--- src/rtl/core/smt_pkg.sv ---
package smt_pkg;

    // APB register map: register i at byte address 4*i
    localparam int CFG_AW = 4;
    localparam logic [1:0] REG_DAMPING = 2'd0;
    localparam logic [1:0] REG_ACCEL   = 2'd1;
    localparam logic [1:0] REG_VLIMIT  = 2'd2;

    localparam logic [4:0] DAMPING_RST = 5'd9;
    localparam logic [7:0] ACCEL_RST   = 8'd1;
    localparam logic [7:0] VLIMIT_RST  = 8'd128;

    // home position: one full turn of 360 units of 256 microsteps
    localparam logic [31:0] HOME_POS = 32'd92160;

    localparam logic [9:0] PWM_MID     = 10'd512;
    localparam logic [9:0] PWM_MID_LO  = 10'd511;
    localparam logic [9:0] CLEAR_PWM_A = 10'd1020;
    localparam logic [9:0] CLEAR_PWM_B = 10'd511;

    typedef enum logic [1:0] {
        OP_STEP  = 2'd0,
        OP_CLEAR = 2'd1,
        OP_HOME  = 2'd2,
        OP_NONE  = 2'd3
    } t_op;

    typedef struct packed {
        logic [31:0]        pos1;
        logic [31:0]        pos2;
        logic signed [15:0] vel;
    } t_axis_state;

    // quarter sine, 128 entries, amplitude 127
    localparam logic [6:0] SINE_ROM [128] = '{
        7'd0,   7'd1,   7'd3,   7'd4,   7'd6,   7'd7,   7'd9,   7'd10,
        7'd12,  7'd14,  7'd15,  7'd17,  7'd18,  7'd20,  7'd21,  7'd23,
        7'd24,  7'd26,  7'd28,  7'd29,  7'd31,  7'd32,  7'd34,  7'd35,
        7'd37,  7'd38,  7'd40,  7'd41,  7'd43,  7'd44,  7'd46,  7'd47,
        7'd48,  7'd50,  7'd51,  7'd53,  7'd54,  7'd56,  7'd57,  7'd58,
        7'd60,  7'd61,  7'd63,  7'd64,  7'd65,  7'd67,  7'd68,  7'd69,
        7'd71,  7'd72,  7'd73,  7'd74,  7'd76,  7'd77,  7'd78,  7'd79,
        7'd81,  7'd82,  7'd83,  7'd84,  7'd85,  7'd87,  7'd88,  7'd89,
        7'd90,  7'd91,  7'd92,  7'd93,  7'd94,  7'd95,  7'd96,  7'd97,
        7'd98,  7'd99,  7'd100, 7'd101, 7'd102, 7'd103, 7'd104, 7'd105,
        7'd106, 7'd107, 7'd108, 7'd108, 7'd109, 7'd110, 7'd111, 7'd112,
        7'd112, 7'd113, 7'd114, 7'd115, 7'd115, 7'd116, 7'd117, 7'd117,
        7'd118, 7'd118, 7'd119, 7'd119, 7'd120, 7'd121, 7'd121, 7'd122,
        7'd122, 7'd122, 7'd123, 7'd123, 7'd124, 7'd124, 7'd124, 7'd125,
        7'd125, 7'd125, 7'd126, 7'd126, 7'd126, 7'd126, 7'd127, 7'd127,
        7'd127, 7'd127, 7'd127, 7'd127, 7'd127, 7'd127, 7'd127, 7'd127
    };

    // first half of a low-pass stage: x*2^d - x + in, wrapping
    function automatic logic [31:0] lp_sum(input logic [31:0] x, input logic [31:0] din,
                                           input logic [4:0] d);
        return (x << d) - x + din;
    endfunction

    // second half: scale back, then +1 if below the input, else -1, floor at zero
    function automatic logic [31:0] lp_adj(input logic [31:0] sum, input logic [31:0] din,
                                           input logic [4:0] d);
        logic [31:0] t;
        t = sum >> d;
        if (t < din) begin
            return t + 32'd1;
        end else if (t != 32'd0) begin
            return t - 32'd1;
        end else begin
            return t;
        end
    endfunction

    // coil duties {a, b} from position bits 8..0
    function automatic logic [19:0] drive_pwm(input logic [8:0] pos);
        logic [6:0] idx;
        logic [9:0] s;
        logic [9:0] c;
        logic [9:0] a;
        logic [9:0] b;
        idx = pos[6:0];
        s   = {1'b0, SINE_ROM[idx], 2'b00};
        c   = {1'b0, SINE_ROM[~idx], 2'b00};
        case (pos[8:7])
            2'b11: begin
                a = PWM_MID + s;
                b = PWM_MID + c;
            end
            2'b10: begin
                a = PWM_MID - c;
                b = PWM_MID + s;
            end
            2'b01: begin
                a = PWM_MID - s;
                b = PWM_MID_LO - c;
            end
            default: begin
                a = PWM_MID + c;
                b = PWM_MID - s;
            end
        endcase
        return {a, b};
    endfunction

endpackage

--- src/rtl/core/smt_state_mem.sv ---
module smt_state_mem #(
    parameter int AXES = 4,
    parameter int AW   = 2
) (
    input  logic                 i_clk,
    input  logic                 i_rst_n,
    input  logic                 i_rd_en,
    input  logic [AW-1:0]        i_rd_addr,
    output smt_pkg::t_axis_state o_rd_data,
    input  logic                 i_wr_en,
    input  logic [AW-1:0]        i_wr_addr,
    input  smt_pkg::t_axis_state i_wr_data
);
    import smt_pkg::*;

    t_axis_state       r_mem [AXES];
    t_axis_state       r_rd_data;
    logic [AXES-1:0]   r_written;
    logic              r_rd_hit;

    // entries never written since reset read as zero
    always_ff @(posedge i_clk) begin
        if (!i_rst_n) begin
            r_written <= '0;
            r_rd_hit  <= 1'b0;
        end else begin
            if (i_wr_en) begin
                r_written[i_wr_addr] <= 1'b1;
            end
            if (i_rd_en) begin
                r_rd_hit <= r_written[i_rd_addr];
            end
        end
    end

    always_ff @(posedge i_clk) begin
        if (i_wr_en) begin
            r_mem[i_wr_addr] <= i_wr_data;
        end
        if (i_rd_en) begin
            r_rd_data <= r_mem[i_rd_addr];
        end
    end

    assign o_rd_data = r_rd_hit ? r_rd_data : '0;

endmodule

--- src/rtl/core/stepper_microstep_trajectory_unit.sv ---
// Per-axis stepper microstepping engine. Each request names an axis and an
// opcode: a step tick runs the target through two cascaded shift low-pass
// stages, limits the velocity change by accel_limit (and, where that limit
// bites, the velocity by velocity_limit), rebuilds the position and returns
// the sine/cosine coil duties for it; a clear zeroes the axis, a home sets
// both stages to 92160, and a no-op reports the axis as it stands. Axis
// state lives in one synchronous memory (one word per axis) that is read
// when a request enters and written back from stage 7 of an 8-stage
// pipeline, so requests for different axes enter one per cycle while
// o_stall is low. A request for an axis that is still in stages 1..7 is
// held by o_stall until the earlier write-back lands. An output register
// holds the result; while it is stalled the pipeline holds. Configuration
// sits on an APB port at byte addresses 0, 4 and 8.
module stepper_microstep_trajectory_unit #(
    parameter int AXES = 4
) (
    input  logic                        i_clk,
    input  logic                        i_rst_n,
    // request channel
    input  logic                        i_valid,
    output logic                        o_stall,
    input  logic [1:0]                  i_opcode,
    input  logic [1:0]                  i_axis,
    input  logic [30:0]                 i_target,
    // result channel
    output logic                        o_valid,
    input  logic                        i_stall,
    output logic [9:0]                  o_pwm_a,
    output logic [9:0]                  o_pwm_b,
    output logic [30:0]                 o_position,
    output logic signed [15:0]          o_velocity,
    // configuration
    input  logic                        psel,
    input  logic                        penable,
    input  logic                        pwrite,
    input  logic [smt_pkg::CFG_AW-1:0]  paddr,
    input  logic [31:0]                 pwdata,
    output logic [31:0]                 prdata,
    output logic                        pready
);
    import smt_pkg::*;

    localparam int AW = (AXES > 1) ? $clog2(AXES) : 1;

    typedef struct packed {
        t_op        op;
        logic [1:0] axis;
        logic       ok;
    } t_tag;

    // configuration registers
    logic [4:0] r_damp;
    logic [7:0] r_accel;
    logic [7:0] r_vlim;

    // pipeline control
    logic [8:1] r_vld;
    t_tag       r_tag [1:8];
    logic       w_adv;
    logic       w_acc;
    logic       w_hazard;
    t_tag       n_tag;
    logic [AW+1:0] w_ax_ext;

    // memory ports
    t_axis_state w_rd;
    t_axis_state w_wr_data;
    logic        w_wr_en;

    // stage payloads
    logic [30:0]        r_s1_tgt;
    logic [31:0]        r_s2_sum, r_s2_old;
    logic [30:0]        r_s2_tgt;
    logic signed [15:0] r_s2_vold;
    logic [31:0]        r_s3_p1, r_s3_old;
    logic signed [15:0] r_s3_vold;
    logic [31:0]        r_s4_sum, r_s4_p1, r_s4_old;
    logic signed [15:0] r_s4_vold;
    logic [31:0]        r_s5_p2, r_s5_p1, r_s5_old;
    logic signed [15:0] r_s5_vold;
    logic [15:0]        r_s6_vraw;
    logic signed [17:0] r_s6_dv;
    logic [31:0]        r_s6_p1, r_s6_old;
    logic signed [15:0] r_s6_vold;
    logic signed [15:0] r_s7_v;
    logic [31:0]        r_s7_p1, r_s7_old;
    logic signed [15:0] r_s7_vold;
    logic [30:0]        r_s8_pos;
    logic signed [15:0] r_s8_vel;

    // output register
    logic               r_out_vld;
    logic [9:0]         r_pwm_a, r_pwm_b;
    logic [30:0]        r_pos;
    logic signed [15:0] r_vel;

    // combinational helpers
    logic [15:0]        n_vraw;
    logic signed [17:0] n_dv;
    logic signed [17:0] w_amax, w_vmax, w_vold, w_vraw, w_v;
    logic [31:0]        w_np;
    logic [30:0]        n_pos;
    logic signed [15:0] n_vel;
    logic [19:0]        w_pwm;

    // ---------------------------------------------------------------
    // APB: writes land on the access phase, reads return the register
    // ---------------------------------------------------------------
    assign pready = 1'b1;

    always_ff @(posedge i_clk) begin
        if (!i_rst_n) begin
            r_damp  <= DAMPING_RST;
            r_accel <= ACCEL_RST;
            r_vlim  <= VLIMIT_RST;
        end else if (psel && penable && pwrite) begin
            case (paddr[3:2])
                REG_DAMPING: r_damp  <= pwdata[4:0];
                REG_ACCEL:   r_accel <= pwdata[7:0];
                REG_VLIMIT:  r_vlim  <= pwdata[7:0];
                default: ;
            endcase
        end
    end

    always_comb begin
        case (paddr[3:2])
            REG_DAMPING: prdata = {27'd0, r_damp};
            REG_ACCEL:   prdata = {24'd0, r_accel};
            REG_VLIMIT:  prdata = {24'd0, r_vlim};
            default:     prdata = 32'd0;
        endcase
    end

    // ---------------------------------------------------------------
    // Entry: advance whole pipeline unless the result is stalled; hold
    // a request whose axis is still between read and write-back.
    // ---------------------------------------------------------------
    assign w_adv = !(r_out_vld && i_stall);

    always_comb begin
        w_hazard = 1'b0;
        for (int k = 1; k <= 7; k++) begin
            if (r_vld[k] && (r_tag[k].axis == i_axis)) begin
                w_hazard = 1'b1;
            end
        end
    end

    assign o_stall  = !w_adv || w_hazard;
    assign w_acc    = i_valid && !o_stall;
    assign w_ax_ext = (AW+2)'(i_axis);

    always_comb begin
        n_tag.op   = t_op'(i_opcode);
        n_tag.axis = i_axis;
        n_tag.ok   = (w_ax_ext < (AW+2)'(AXES));
    end

    always_ff @(posedge i_clk) begin
        if (!i_rst_n) begin
            r_vld     <= '0;
            r_out_vld <= 1'b0;
        end else if (w_adv) begin
            r_vld     <= {r_vld[7:1], w_acc};
            r_out_vld <= r_vld[8];
        end
    end

    always_ff @(posedge i_clk) begin
        if (w_adv) begin
            r_tag[1] <= n_tag;
            for (int k = 2; k <= 8; k++) begin
                r_tag[k] <= r_tag[k-1];
            end
        end
    end

    // ---------------------------------------------------------------
    // Axis state memory: read on entry, write back leaving stage 7
    // ---------------------------------------------------------------
    smt_state_mem #(
        .AXES (AXES),
        .AW   (AW)
    ) u_mem (
        .i_clk     (i_clk),
        .i_rst_n   (i_rst_n),
        .i_rd_en   (w_adv),
        .i_rd_addr (w_ax_ext[AW-1:0]),
        .o_rd_data (w_rd),
        .i_wr_en   (w_wr_en),
        .i_wr_addr (AW'(r_tag[7].axis)),
        .i_wr_data (w_wr_data)
    );

    // ---------------------------------------------------------------
    // Stages 1..8: filter stages, raw velocity and the later stage registers
    // ---------------------------------------------------------------
    assign n_vraw = r_s5_p2[15:0] - r_s5_old[15:0];
    assign n_dv   = {{2{n_vraw[15]}}, n_vraw} - {{2{r_s5_vold[15]}}, r_s5_vold};

    always_ff @(posedge i_clk) begin
        if (w_adv) begin
            // stage 1: hold the target while the memory read completes
            r_s1_tgt  <= i_target;
            // stage 2: first stage sum
            r_s2_sum  <= lp_sum(w_rd.pos1, {1'b0, r_s1_tgt}, r_damp);
            r_s2_tgt  <= r_s1_tgt;
            r_s2_old  <= w_rd.pos2;
            r_s2_vold <= w_rd.vel;
            // stage 3: first stage output
            r_s3_p1   <= lp_adj(r_s2_sum, {1'b0, r_s2_tgt}, r_damp);
            r_s3_old  <= r_s2_old;
            r_s3_vold <= r_s2_vold;
            // stage 4: second stage sum
            r_s4_sum  <= lp_sum(r_s3_old, r_s3_p1, r_damp);
            r_s4_p1   <= r_s3_p1;
            r_s4_old  <= r_s3_old;
            r_s4_vold <= r_s3_vold;
            // stage 5: second stage output
            r_s5_p2   <= lp_adj(r_s4_sum, r_s4_p1, r_damp);
            r_s5_p1   <= r_s4_p1;
            r_s5_old  <= r_s4_old;
            r_s5_vold <= r_s4_vold;
            // stage 6: raw velocity and its change
            r_s6_vraw <= n_vraw;
            r_s6_dv   <= n_dv;
            r_s6_p1   <= r_s5_p1;
            r_s6_old  <= r_s5_old;
            r_s6_vold <= r_s5_vold;
            // stage 7: limited velocity
            r_s7_v    <= w_v[15:0];
            r_s7_p1   <= r_s6_p1;
            r_s7_old  <= r_s6_old;
            r_s7_vold <= r_s6_vold;
            // stage 8: result fields
            r_s8_pos  <= n_pos;
            r_s8_vel  <= n_vel;
        end
    end

    // ---------------------------------------------------------------
    // Stage 6 -> 7: acceleration limit, then velocity clamp
    // ---------------------------------------------------------------
    always_comb begin
        w_amax = {10'd0, r_accel};
        w_vmax = {10'd0, r_vlim};
        w_vold = {{2{r_s6_vold[15]}}, r_s6_vold};
        w_vraw = {{2{r_s6_vraw[15]}}, r_s6_vraw};
        w_v    = w_vraw;
        if (r_s6_dv > 18'sd0) begin
            if (r_s6_dv > w_amax) begin
                w_v = w_vold + w_amax;
                if (w_v > w_vmax) begin
                    w_v = w_vmax;
                end
            end
        end else if (r_s6_dv < -w_amax) begin
            w_v = w_vold - w_amax;
            if (w_v < -w_vmax) begin
                w_v = -w_vmax;
            end
        end
    end

    // ---------------------------------------------------------------
    // Stage 7 -> 8: rebuild position, write back, pick result fields
    // ---------------------------------------------------------------
    always_comb begin
        w_np = r_s7_old + {{16{r_s7_v[15]}}, r_s7_v};
        if (w_np[31]) begin
            w_np = 32'd0;
        end

        w_wr_data = '0;
        w_wr_en   = 1'b0;
        n_pos     = 31'd0;
        n_vel     = 16'sd0;
        case (r_tag[7].op)
            OP_STEP: begin
                w_wr_data.pos1 = r_s7_p1;
                w_wr_data.pos2 = w_np;
                w_wr_data.vel  = r_s7_v;
                w_wr_en        = 1'b1;
                n_pos          = w_np[30:0];
                n_vel          = r_s7_v;
            end
            OP_CLEAR: begin
                w_wr_en = 1'b1;
            end
            OP_HOME: begin
                w_wr_data.pos1 = HOME_POS;
                w_wr_data.pos2 = HOME_POS;
                w_wr_data.vel  = r_s7_vold;
                w_wr_en        = 1'b1;
                n_pos          = HOME_POS[30:0];
                n_vel          = r_s7_vold;
            end
            default: begin
                n_pos = r_s7_old[30:0];
                n_vel = r_s7_vold;
            end
        endcase

        // drop writes of bubbles, stalled cycles and axes beyond the range
        if (!(w_adv && r_vld[7] && r_tag[7].ok)) begin
            w_wr_en = 1'b0;
        end
        if (!r_tag[7].ok) begin
            n_pos = 31'd0;
            n_vel = 16'sd0;
        end
    end

    // ---------------------------------------------------------------
    // Stage 8 -> output register: coil duties from the sine table, fixed ones for a clear
    // ---------------------------------------------------------------
    assign w_pwm = drive_pwm(r_s8_pos[8:0]);

    always_ff @(posedge i_clk) begin
        if (w_adv) begin
            r_pos <= r_s8_pos;
            r_vel <= r_s8_vel;
            if (!r_tag[8].ok) begin
                r_pwm_a <= 10'd0;
                r_pwm_b <= 10'd0;
            end else if (r_tag[8].op == OP_CLEAR) begin
                r_pwm_a <= CLEAR_PWM_A;
                r_pwm_b <= CLEAR_PWM_B;
            end else begin
                r_pwm_a <= w_pwm[19:10];
                r_pwm_b <= w_pwm[9:0];
            end
        end
    end

    assign o_valid    = r_out_vld;
    assign o_pwm_a    = r_pwm_a;
    assign o_pwm_b    = r_pwm_b;
    assign o_position = r_pos;
    assign o_velocity = r_vel;

endmodule

--- config.mk ---
export PLATFORM = sky130hd
export DESIGN_NAME = stepper_microstep_trajectory_unit
export DESIGN_NICKNAME = d
export VERILOG_FILES = /design/src/rtl/core/smt_pkg.sv /design/src/rtl/core/smt_state_mem.sv /design/src/rtl/core/stepper_microstep_trajectory_unit.sv
export SDC_FILE = /design/constraint.sdc
export NUM_CORES = 2
export LEC_CHECK = 0
export BUFFER_PORTS_ARGS = -buffer_cell sky130_fd_sc_hd__buf_2
export CAP_MARGIN = 20
export CORE_ASPECT_RATIO = 1.25
export CORE_MARGIN = 5
export CORE_UTILIZATION = 59
export DETAILED_ROUTE_END_ITERATION = 6
export PLACE_DENSITY = 0.76
export SETUP_SLACK_MARGIN = 0.5
export SKIP_CTS_REPAIR_TIMING = 1
export SLEW_MARGIN = 20
export SYNTH_ARGS = -nofsm -noshare
export SYNTH_HDL_FRONTEND = slang
export SYNTH_SLANG_ARGS = --single-unit
--- constraint.sdc ---
create_clock -name i_clk -period 38.8 [get_ports i_clk]
set_input_delay 1.94 -clock i_clk [delete_from_list [all_inputs] [get_ports i_clk]]
set_output_delay 1.94 -clock i_clk [all_outputs]
set_load 0.1 [all_outputs]
* Word-level counts from Yosys, hierarchy flattened
Memories as Yosys holds them, arrays and structs flattened. A register that Yosys moved wholly into a read port is not among the register bits.
Index checks and enable logic that the tools add are counted.
** Cells by class
- Eq/ne operators :: 15
- Reduce and logical (&&, ||, !) cells :: 27
- Multiplexer cells :: 39
- Order comparisons :: 13
- Shift operators :: 4
- $add $sub $neg :: 20
- Bitwise operators :: 5
** Operators by type and width (count)
- 80-bit case mux with 2 select lines :: 1
- 16-bit 2-to-1 mux :: 7
- 31-bit case mux with 3 select lines :: 1
- 80-bit 2-to-1 mux :: 1
- 32-bit adder :: 2
- 32-bit 2-to-1 mux :: 2
- 32-bit nonzero test :: 2
- 32-bit by 5-bit left shift with 32-bit output :: 2
- 32-bit by 5-bit >> shifter with 32-bit output :: 2
- 32-bit subtractor :: 2
- 10-bit case mux with 3 select lines :: 2
- 8-bit negator with 18-bit output :: 2
- 32-bit by 1-bit adder with 32-bit output (second input constant) :: 1
- 32-bit by 31-bit adder with 32-bit output :: 1
- 32-bit by 31-bit less-than comparator with 1-bit output :: 1
- 32-bit less-than comparator :: 1
- 16-bit case mux with 2 select lines :: 1
- 32-bit by 1-bit subtractor with 32-bit output (second input constant) :: 1
- 31-bit 2-to-1 mux :: 1
- 7-bit 2-to-1 mux :: 4
- 8-bit case mux with 3 select lines :: 1
- 10-bit by 9-bit adder with 10-bit output (first input constant) :: 2
- 10-bit by 9-bit subtractor with 10-bit output (first input constant) :: 2
- 18-bit by 1-bit > comparator with 1-bit output (second input constant) :: 1
- 33 further kinds :: 80
** Storage, ports and cells
- ROM bits :: 1792
- Logic and storage cells :: 167
- Input bits :: 78
- Flip-flop bits (word level) :: 789
- Memory bits (writable) :: 360
- Memories :: 4
- Output and inout bits :: 102
** Memories
- (name not given) :: words 128, bits a word 7, rd ports 1, clocked after memory_dff 0, write ports 0, RTL line smt_pkg.sv:83 : c = {1'b0, SINE_ROM[~idx], 2'b00};
- (name not given) :: words 128, bits a word 7, rd ports 1, clocked after memory_dff 0, write ports 0, RTL line smt_pkg.sv:82 : s = {1'b0, SINE_ROM[idx], 2'b00};
- u_mem.r_mem :: words 4, bits a word 80, rd ports 1, clocked after memory_dff 1, write ports 1, RTL line smt_state_mem.sv:16 : t_axis_state r_mem [AXES];
- r_tag :: words 8, bits a word 5, rd ports 8, clocked after memory_dff 0, write ports 8, RTL line stepper_microstep_trajectory_unit.sv:58 : t_tag r_tag [1:8];

* Logic depth before layout (Yosys ltp)
An unclocked memory read counts as a cell.
- Depth in word-level cells :: 13
- Depth in mapped cells :: 29
- Mapped depth without buffers :: 22

* Hierarchy
From an unflattened synthesis, not the netlist that was laid out.
** Unflattened totals
- Cells, all modules :: 5024
- Area, all modules :: 64725.8 um2
** By module, submodules not included
- stepper_microstep_trajectory_unit :: cells each 4419, area each 49960.4 um2, seq. area each 24023.0 um2, instances 1
- smt_state_mem :: cells each 605, area each 14765.4 um2, seq. area each 12111.6 um2, instances 1

* Least setup slack after synthesis
OpenSTA, ideal clock, no wires.
- Kind :: in2reg
- Start :: in i_stall
- End :: reg r_pos[0], in the netlist o_position[0], enable pin
- Setup time :: 6621 ps
- Data arrival time :: 17911 ps
- Required time :: 32179 ps
- Setup slack :: 14268 ps
- Stages :: 3
- Buffers on the path :: 1
- Cell sequence :: and2_1 clkbuf_1 clkinv_1
** On the way
- Cells in the longest elaborated chain, start to end :: 1
** RTL lines
- from (decl) :: RTL line stepper_microstep_trajectory_unit.sv:27 : input logic i_stall,
- 1-bit logical AND :: RTL line stepper_microstep_trajectory_unit.sv:139 : assign w_adv = !(r_out_vld && i_stall);
- to (signal assigned) :: RTL line stepper_microstep_trajectory_unit.sv:322 : r_pos <= r_s8_pos;
- to (decl) :: RTL line stepper_microstep_trajectory_unit.sv:94 : logic [30:0] r_pos;
Every way passes these cells.
A chain may end at the register's enable or synchronous reset.

* Worst setup path in the final report
- Start :: reg r_damp[1]
- End :: reg r_s5_p2[14], data pin
** On the way
- Cells in the longest elaborated chain, start to end :: 4
- Elaborated cells between the ends (all ways) :: 7
- Classes of those cells :: 2 x add/sub; 1 x order compare; 1 x shift; 2 x mux; 1 x reduce/logical
** RTL lines
- from (decl) :: RTL line stepper_microstep_trajectory_unit.sv:52 : logic [4:0] r_damp;
- from (signal assigned) :: RTL line stepper_microstep_trajectory_unit.sv:118 : REG_DAMPING: r_damp <= pwdata[4:0];
- 32-bit by 5-bit >> shifter with 32-bit output * :: RTL line smt_pkg.sv:64 : t = sum >> d;
- 16-bit by 1-bit subtractor with 16-bit output / 32-bit nonzero test (equally long branches) :: RTL line smt_pkg.sv:68, smt_pkg.sv:67
- 16-bit 2-to-1 mux :: RTL line smt_pkg.sv:67 : end else if (t != 32'd0) begin
- 16-bit 2-to-1 mux * :: RTL line smt_pkg.sv:65 : if (t < din) begin
- to (signal assigned) :: RTL line stepper_microstep_trajectory_unit.sv:221 : r_s5_p2 <= lp_adj(r_s4_sum, r_s4_p1, r_damp);
- to (decl) :: RTL line stepper_microstep_trajectory_unit.sv:79 : logic [31:0] r_s5_p2, r_s5_p1, r_s5_old;
Every way passes the cells marked *; elsewhere a longest branch is shown, timed or not.

==> results.md <==
* Number of cells on the worst reg-to-reg path at 18
* Total count of hold-check failures in the final report at 0
* WS Path Type: flop to flop
* Fillers at 7,906
* Most used flip-flop cell after synthesis: sky130_fd_sc_hd__edfxtp_1
* Max rail drop VDD at between 60 and 70 uV
* DP Wirelength at between 100 and 150 mm
* Clock tree skew after final layout at 0.03645 ns
* Reg2Reg Setup Slack at 30.96 ns
* Register area at between 0.03 and 0.04 mm2
* Layout overhead on the synthesized area at 8.346%
* Standard-cell rows at about 140
* Sink Count at 1,204
* IO Count at 180
* Portion of the clock cycle consumed by the worst path in the final layout at about a fifth
* Residual antenna-violating net count after detailed routing at 0
* Worst setup path endpoint: r_s5_p2[14]
* Mapped Cells at slightly below 5,000
* Status: completed
* Final sum of negative setup slack at 0 ns
* Clock tree root driver cell: sky130_fd_sc_hd__clkbuf_16
* Detailed router's first-iteration violation count at around 4,500
* Placer's final routability congestion estimate at 0.9838
* Type of element launching the critical path: flop
* Detailed-routing iteration count for the pre-antenna-repair pass at 6
* GRT Total Usage at between 20% and 30%
* Commonest non-fill, non-tap cells in the layout: sky130_fd_sc_hd__edfxtp_1 (1,169), sky130_fd_sc_hd__inv_1 (405), sky130_fd_sc_hd__nand2_1 (298)
* Final global-route overflow total at 0
* Number of cells traversed by the worst hold path at 0
* Worst slew slack as a fraction of its limit at approximately 28%
* Via density per instance at roughly 6.3
* Number of enable-type register cells in the synthesized netlist at around 1,200
* Worst hold-check path type: flop to flop
* Die ar. at around 0.12 mm2
* Combined area of all synthesized cells at 0.06427 mm2
* Routed vias at between 40,000 and 50,000
* Critical path launch point: r_damp[1]
* WL per Instance at between 20 and 25 um
* Yosys cell types at between 100 and 150
* Leakage dissipation at 27.57 nW
* Buffer levels on the longest clock path at 3
* Average instance area after synthesis at 12.98 um2
* Power per cell area at 57.31 mW/mm2
* Initial Utilization at 59.36%
* Crit-path max FO at between 60 and 70
* Clock slew seen by the registers of the worst setup and hold paths at around 0.07 ns
* Final wirelength at ~160 mm
* Endpoint of the worst register-to-register path: r_s5_p2[14]
* Remaining DRCs at 0
* Number of nets in the final layout at roughly 5,400
* Total number of H-tree levels at 3
* Global-route wire length before repair at approximately 240 mm
* Via count of the first global-routing pass at 40,450
* Max_cap viols at 0
* Register bit total from synthesis at roughly 1,200
* Setup-failing EPs final at 0
* Part of the Yosys area used for sequential elements at 55.71%
* Number of CTS-inserted buffers at about 110
* Area occupied by multi-input gates at between 0.02 and 0.03 mm2
* Min Tclk post-route at slightly below 8 ns
* Crit Reg-Reg Startpoint: r_damp[1]
* Asr flop ratio synth at 0%
* Most common cell after layout, fill and taps aside: sky130_fd_sc_hd__edfxtp_1
* Port buffer count at 126
* Worst setup EP type: flop
* Die Ht at around 380 um
* Warnings from Yosys at 0
* Total core area at approximately 0.11 mm2
* Required arrival time at the worst endpoint at approximately 39 ns
* Pin count of the biggest net entering global routing at 134
* Placed Area at roughly 0.066 mm2
* Proportion of layout cells with a drive suffix above 1 at between 10% and 20%
* Initial antenna violation count at 1
* Highest clock frequency the design can meet at between 0.1 and 0.15 GHz
* Worst skew pair latency at roughly 0.76 ns
* CTS tree: done
* Transition time at the pin with the least slew margin at 1.068 ns
* Post-Layout Inst Area at between 0.06 and 0.07 mm2
* Number of max-slew violations in the final report at 0
* Critical Path AT at about 8.3 ns
* Die boundary width at just over 300 um
* Setup repair after global routing missed its margin: false
-- power breakdown --
| group | total [mW] | switching [mW] | leakage (nW) | internal (mW) |
|---|---|---|---|---|
| clock | 1.09 | 0.492 | 1.74 | 0.600 |
| sequential | 1.75 | 0.135 | 12.9 | 1.62 |
| combinational | 1.15 | 0.700 | 12.9 | 0.446 |
| total | 3.99 | 1.33 | 27.6 | 2.66 |
-- through the flow --
step / worst slack, ns / instances / hold slack, ns / util [%] / power, mW
finish: 30.96 / 6548 / 0.4152 / 64.31 / 3.991
global route: 30.49 / 6547 / 0.4221 / 64.31 / 4.181
CTS: 31.07 / 6547 / 0.4133 / 64.30 / 3.992
detailed placement: 31.10 / 6340 / 0.4045 / 60.93 / 2.899
global placement: 31.17 / 6340 / 0.4004 / 60.93 / 2.871
floorplan: 14.27 / 4977 / 0.4003 / - / 2.576
-- worst min-delay path by stage --
stage	start	to	slack [ns]
floorplan	r_s8_pos[10]	o_position[10]	0.40
global placement	r_s4_old[12]	r_s5_old[12]	0.40
detailed placement	r_s8_pos[29]	o_position[29]	0.40
CTS	r_s4_old[9]	r_s5_old[9]	0.41
global route	r_s3_vold[1]	r_s4_vold[1]	0.42
finish	r_s6_p1[5]	r_s7_p1[5]	0.42
-- layer usage --
metal,share of wire (%),GRT usage [%],routed length (um),vias up
li1,-,-,-,18620
met5,0,0,0,-
met1,38,35.25,61560,20420
met4,6.8,15.71,10950,0
met2,48,45.16,76380,1843
met3,7.0,3.448,11150,423
-- cell families (layout without fill, tap and decap cells) --
kind of cell,after synthesis,count (layout),synth area share [%]
AO/OA/AOI/OAI,911,911,9.549
XOR/XNOR,208,208,2.835
adder cells (fa/ha/maj),340,340,7.402
buffers and inverters,673,805,4.487
flip-flops,1204,1204,55.71
multiplexers,418,418,10.57
other,2,28,0.01169
AND/OR/NAND/NOR,1196,1196,9.434
-- synthesized netlist by cell type (13+ instances only) --
cell type / n / share of area (%)
sky130_fd_sc_hd__o21a_1: 45 / 0.53
sky130_fd_sc_hd__nand4_1: 39 / 0.38
sky130_fd_sc_hd__o211ai_1: 34 / 0.40
sky130_fd_sc_hd__buf_4: 41 / 0.48
sky130_fd_sc_hd__nor3b_1: 18 / 0.21
sky130_fd_sc_hd__and3_1: 44 / 0.43
sky130_fd_sc_hd__o21ai_0: 169 / 1.3
sky130_fd_sc_hd__or3_1: 24 / 0.23
sky130_fd_sc_hd__o21bai_1: 14 / 0.16
sky130_fd_sc_hd__buf_2: 15 / 0.12
sky130_fd_sc_hd__nand2b_1: 48 / 0.47
sky130_fd_sc_hd__xor2_1: 44 / 0.60
sky130_fd_sc_hd__buf_6: 13 / 0.23
sky130_fd_sc_hd__a211o_1: 14 / 0.19
sky130_fd_sc_hd__nor4_1: 28 / 0.27
sky130_fd_sc_hd__nor3_1: 82 / 0.64
sky130_fd_sc_hd__a21boi_0: 17 / 0.20
sky130_fd_sc_hd__xnor2_1: 164 / 2.2
sky130_fd_sc_hd__nand3_1: 83 / 0.65
sky130_fd_sc_hd__o22ai_1: 16 / 0.16
sky130_fd_sc_hd__mux2i_1: 156 / 2.4
sky130_fd_sc_hd__a22oi_1: 19 / 0.22
sky130_fd_sc_hd__ha_1: 273 / 5.3
sky130_fd_sc_hd__dfxtp_1: 35 / 1.1
sky130_fd_sc_hd__fa_1: 67 / 2.1
sky130_fd_sc_hd__a22o_1: 24 / 0.33
sky130_fd_sc_hd__nor2b_1: 63 / 0.61
sky130_fd_sc_hd__nor2_1: 255 / 1.5
sky130_fd_sc_hd__buf_1: 51 / 0.30
sky130_fd_sc_hd__clkbuf_1: 134 / 0.78
sky130_fd_sc_hd__mux2_2: 60 / 1.1
sky130_fd_sc_hd__and2_1: 150 / 1.5
sky130_fd_sc_hd__a21o_1: 94 / 1.1
sky130_fd_sc_hd__a32oi_1: 16 / 0.22
sky130_fd_sc_hd__inv_1: 407 / 2.4
sky130_fd_sc_hd__mux4_2: 193 / 6.8
sky130_fd_sc_hd__a211oi_1: 44 / 0.51
sky130_fd_sc_hd__edfxtp_1: 1169 / 55
sky130_fd_sc_hd__a2bb2oi_1: 15 / 0.20
sky130_fd_sc_hd__a31oi_1: 40 / 0.39
sky130_fd_sc_hd__or2_2: 16 / 0.16
sky130_fd_sc_hd__a21oi_1: 207 / 1.6
sky130_fd_sc_hd__nand2_1: 298 / 1.7
sky130_fd_sc_hd__o31ai_1: 16 / 0.19
-- flip-flops by register name (all words and copies together) (netlist names), 31 cells and up --
register,flops
r_s4_p1,32
r_s1_tgt,31
r_s3_old,31
r_s7_old,31
u_mem.r_rd_data,79
r_s5_old,31
r_s8_pos,31
r_s3_p1,32
r_s6_p1,32
r_s4_sum,32
r_s2_old,31
o_position,31
r_s2_sum,32
r_s4_old,31
r_s6_old,31
r_s5_p1,32
r_s7_p1,32
u_mem.r_mem,316
r_s2_tgt,31
-- worst max-delay path, cell delays in order, from the launching register on --
cell,delay (ns)
sky130_fd_sc_hd__dfxtp_4,0.69
sky130_fd_sc_hd__buf_4,0.65
sky130_fd_sc_hd__buf_4,0.74
sky130_fd_sc_hd__buf_4,0.69
sky130_fd_sc_hd__mux4_1,0.68
sky130_fd_sc_hd__mux2_2,0.31
sky130_fd_sc_hd__a222oi_1,0.66
sky130_fd_sc_hd__inv_1,0.21
sky130_fd_sc_hd__ha_1,0.35
sky130_fd_sc_hd__a21o_1,0.16
sky130_fd_sc_hd__a21o_1,0.16
sky130_fd_sc_hd__a2111oi_0,0.36
sky130_fd_sc_hd__o21ai_0,0.20
sky130_fd_sc_hd__a221oi_1,0.28
sky130_fd_sc_hd__o211a_1,0.25
sky130_fd_sc_hd__and2_1,0.39
sky130_fd_sc_hd__and3_1,0.31
sky130_fd_sc_hd__a32oi_1,0.14
sky130_fd_sc_hd__xnor2_1,0.21
-- cell type report --
type                    instances  area share [%]
diodes                          1        0.003594
clock buffers                 131           4.158
clock inverters                76           1.078
inverters                     413           2.239
multi-input cells            3100           36.93
flip-flops and latches       1204           51.44
well taps                    1438           2.584
repair buffers                185           1.560
(Power assumes the default switching activity.)
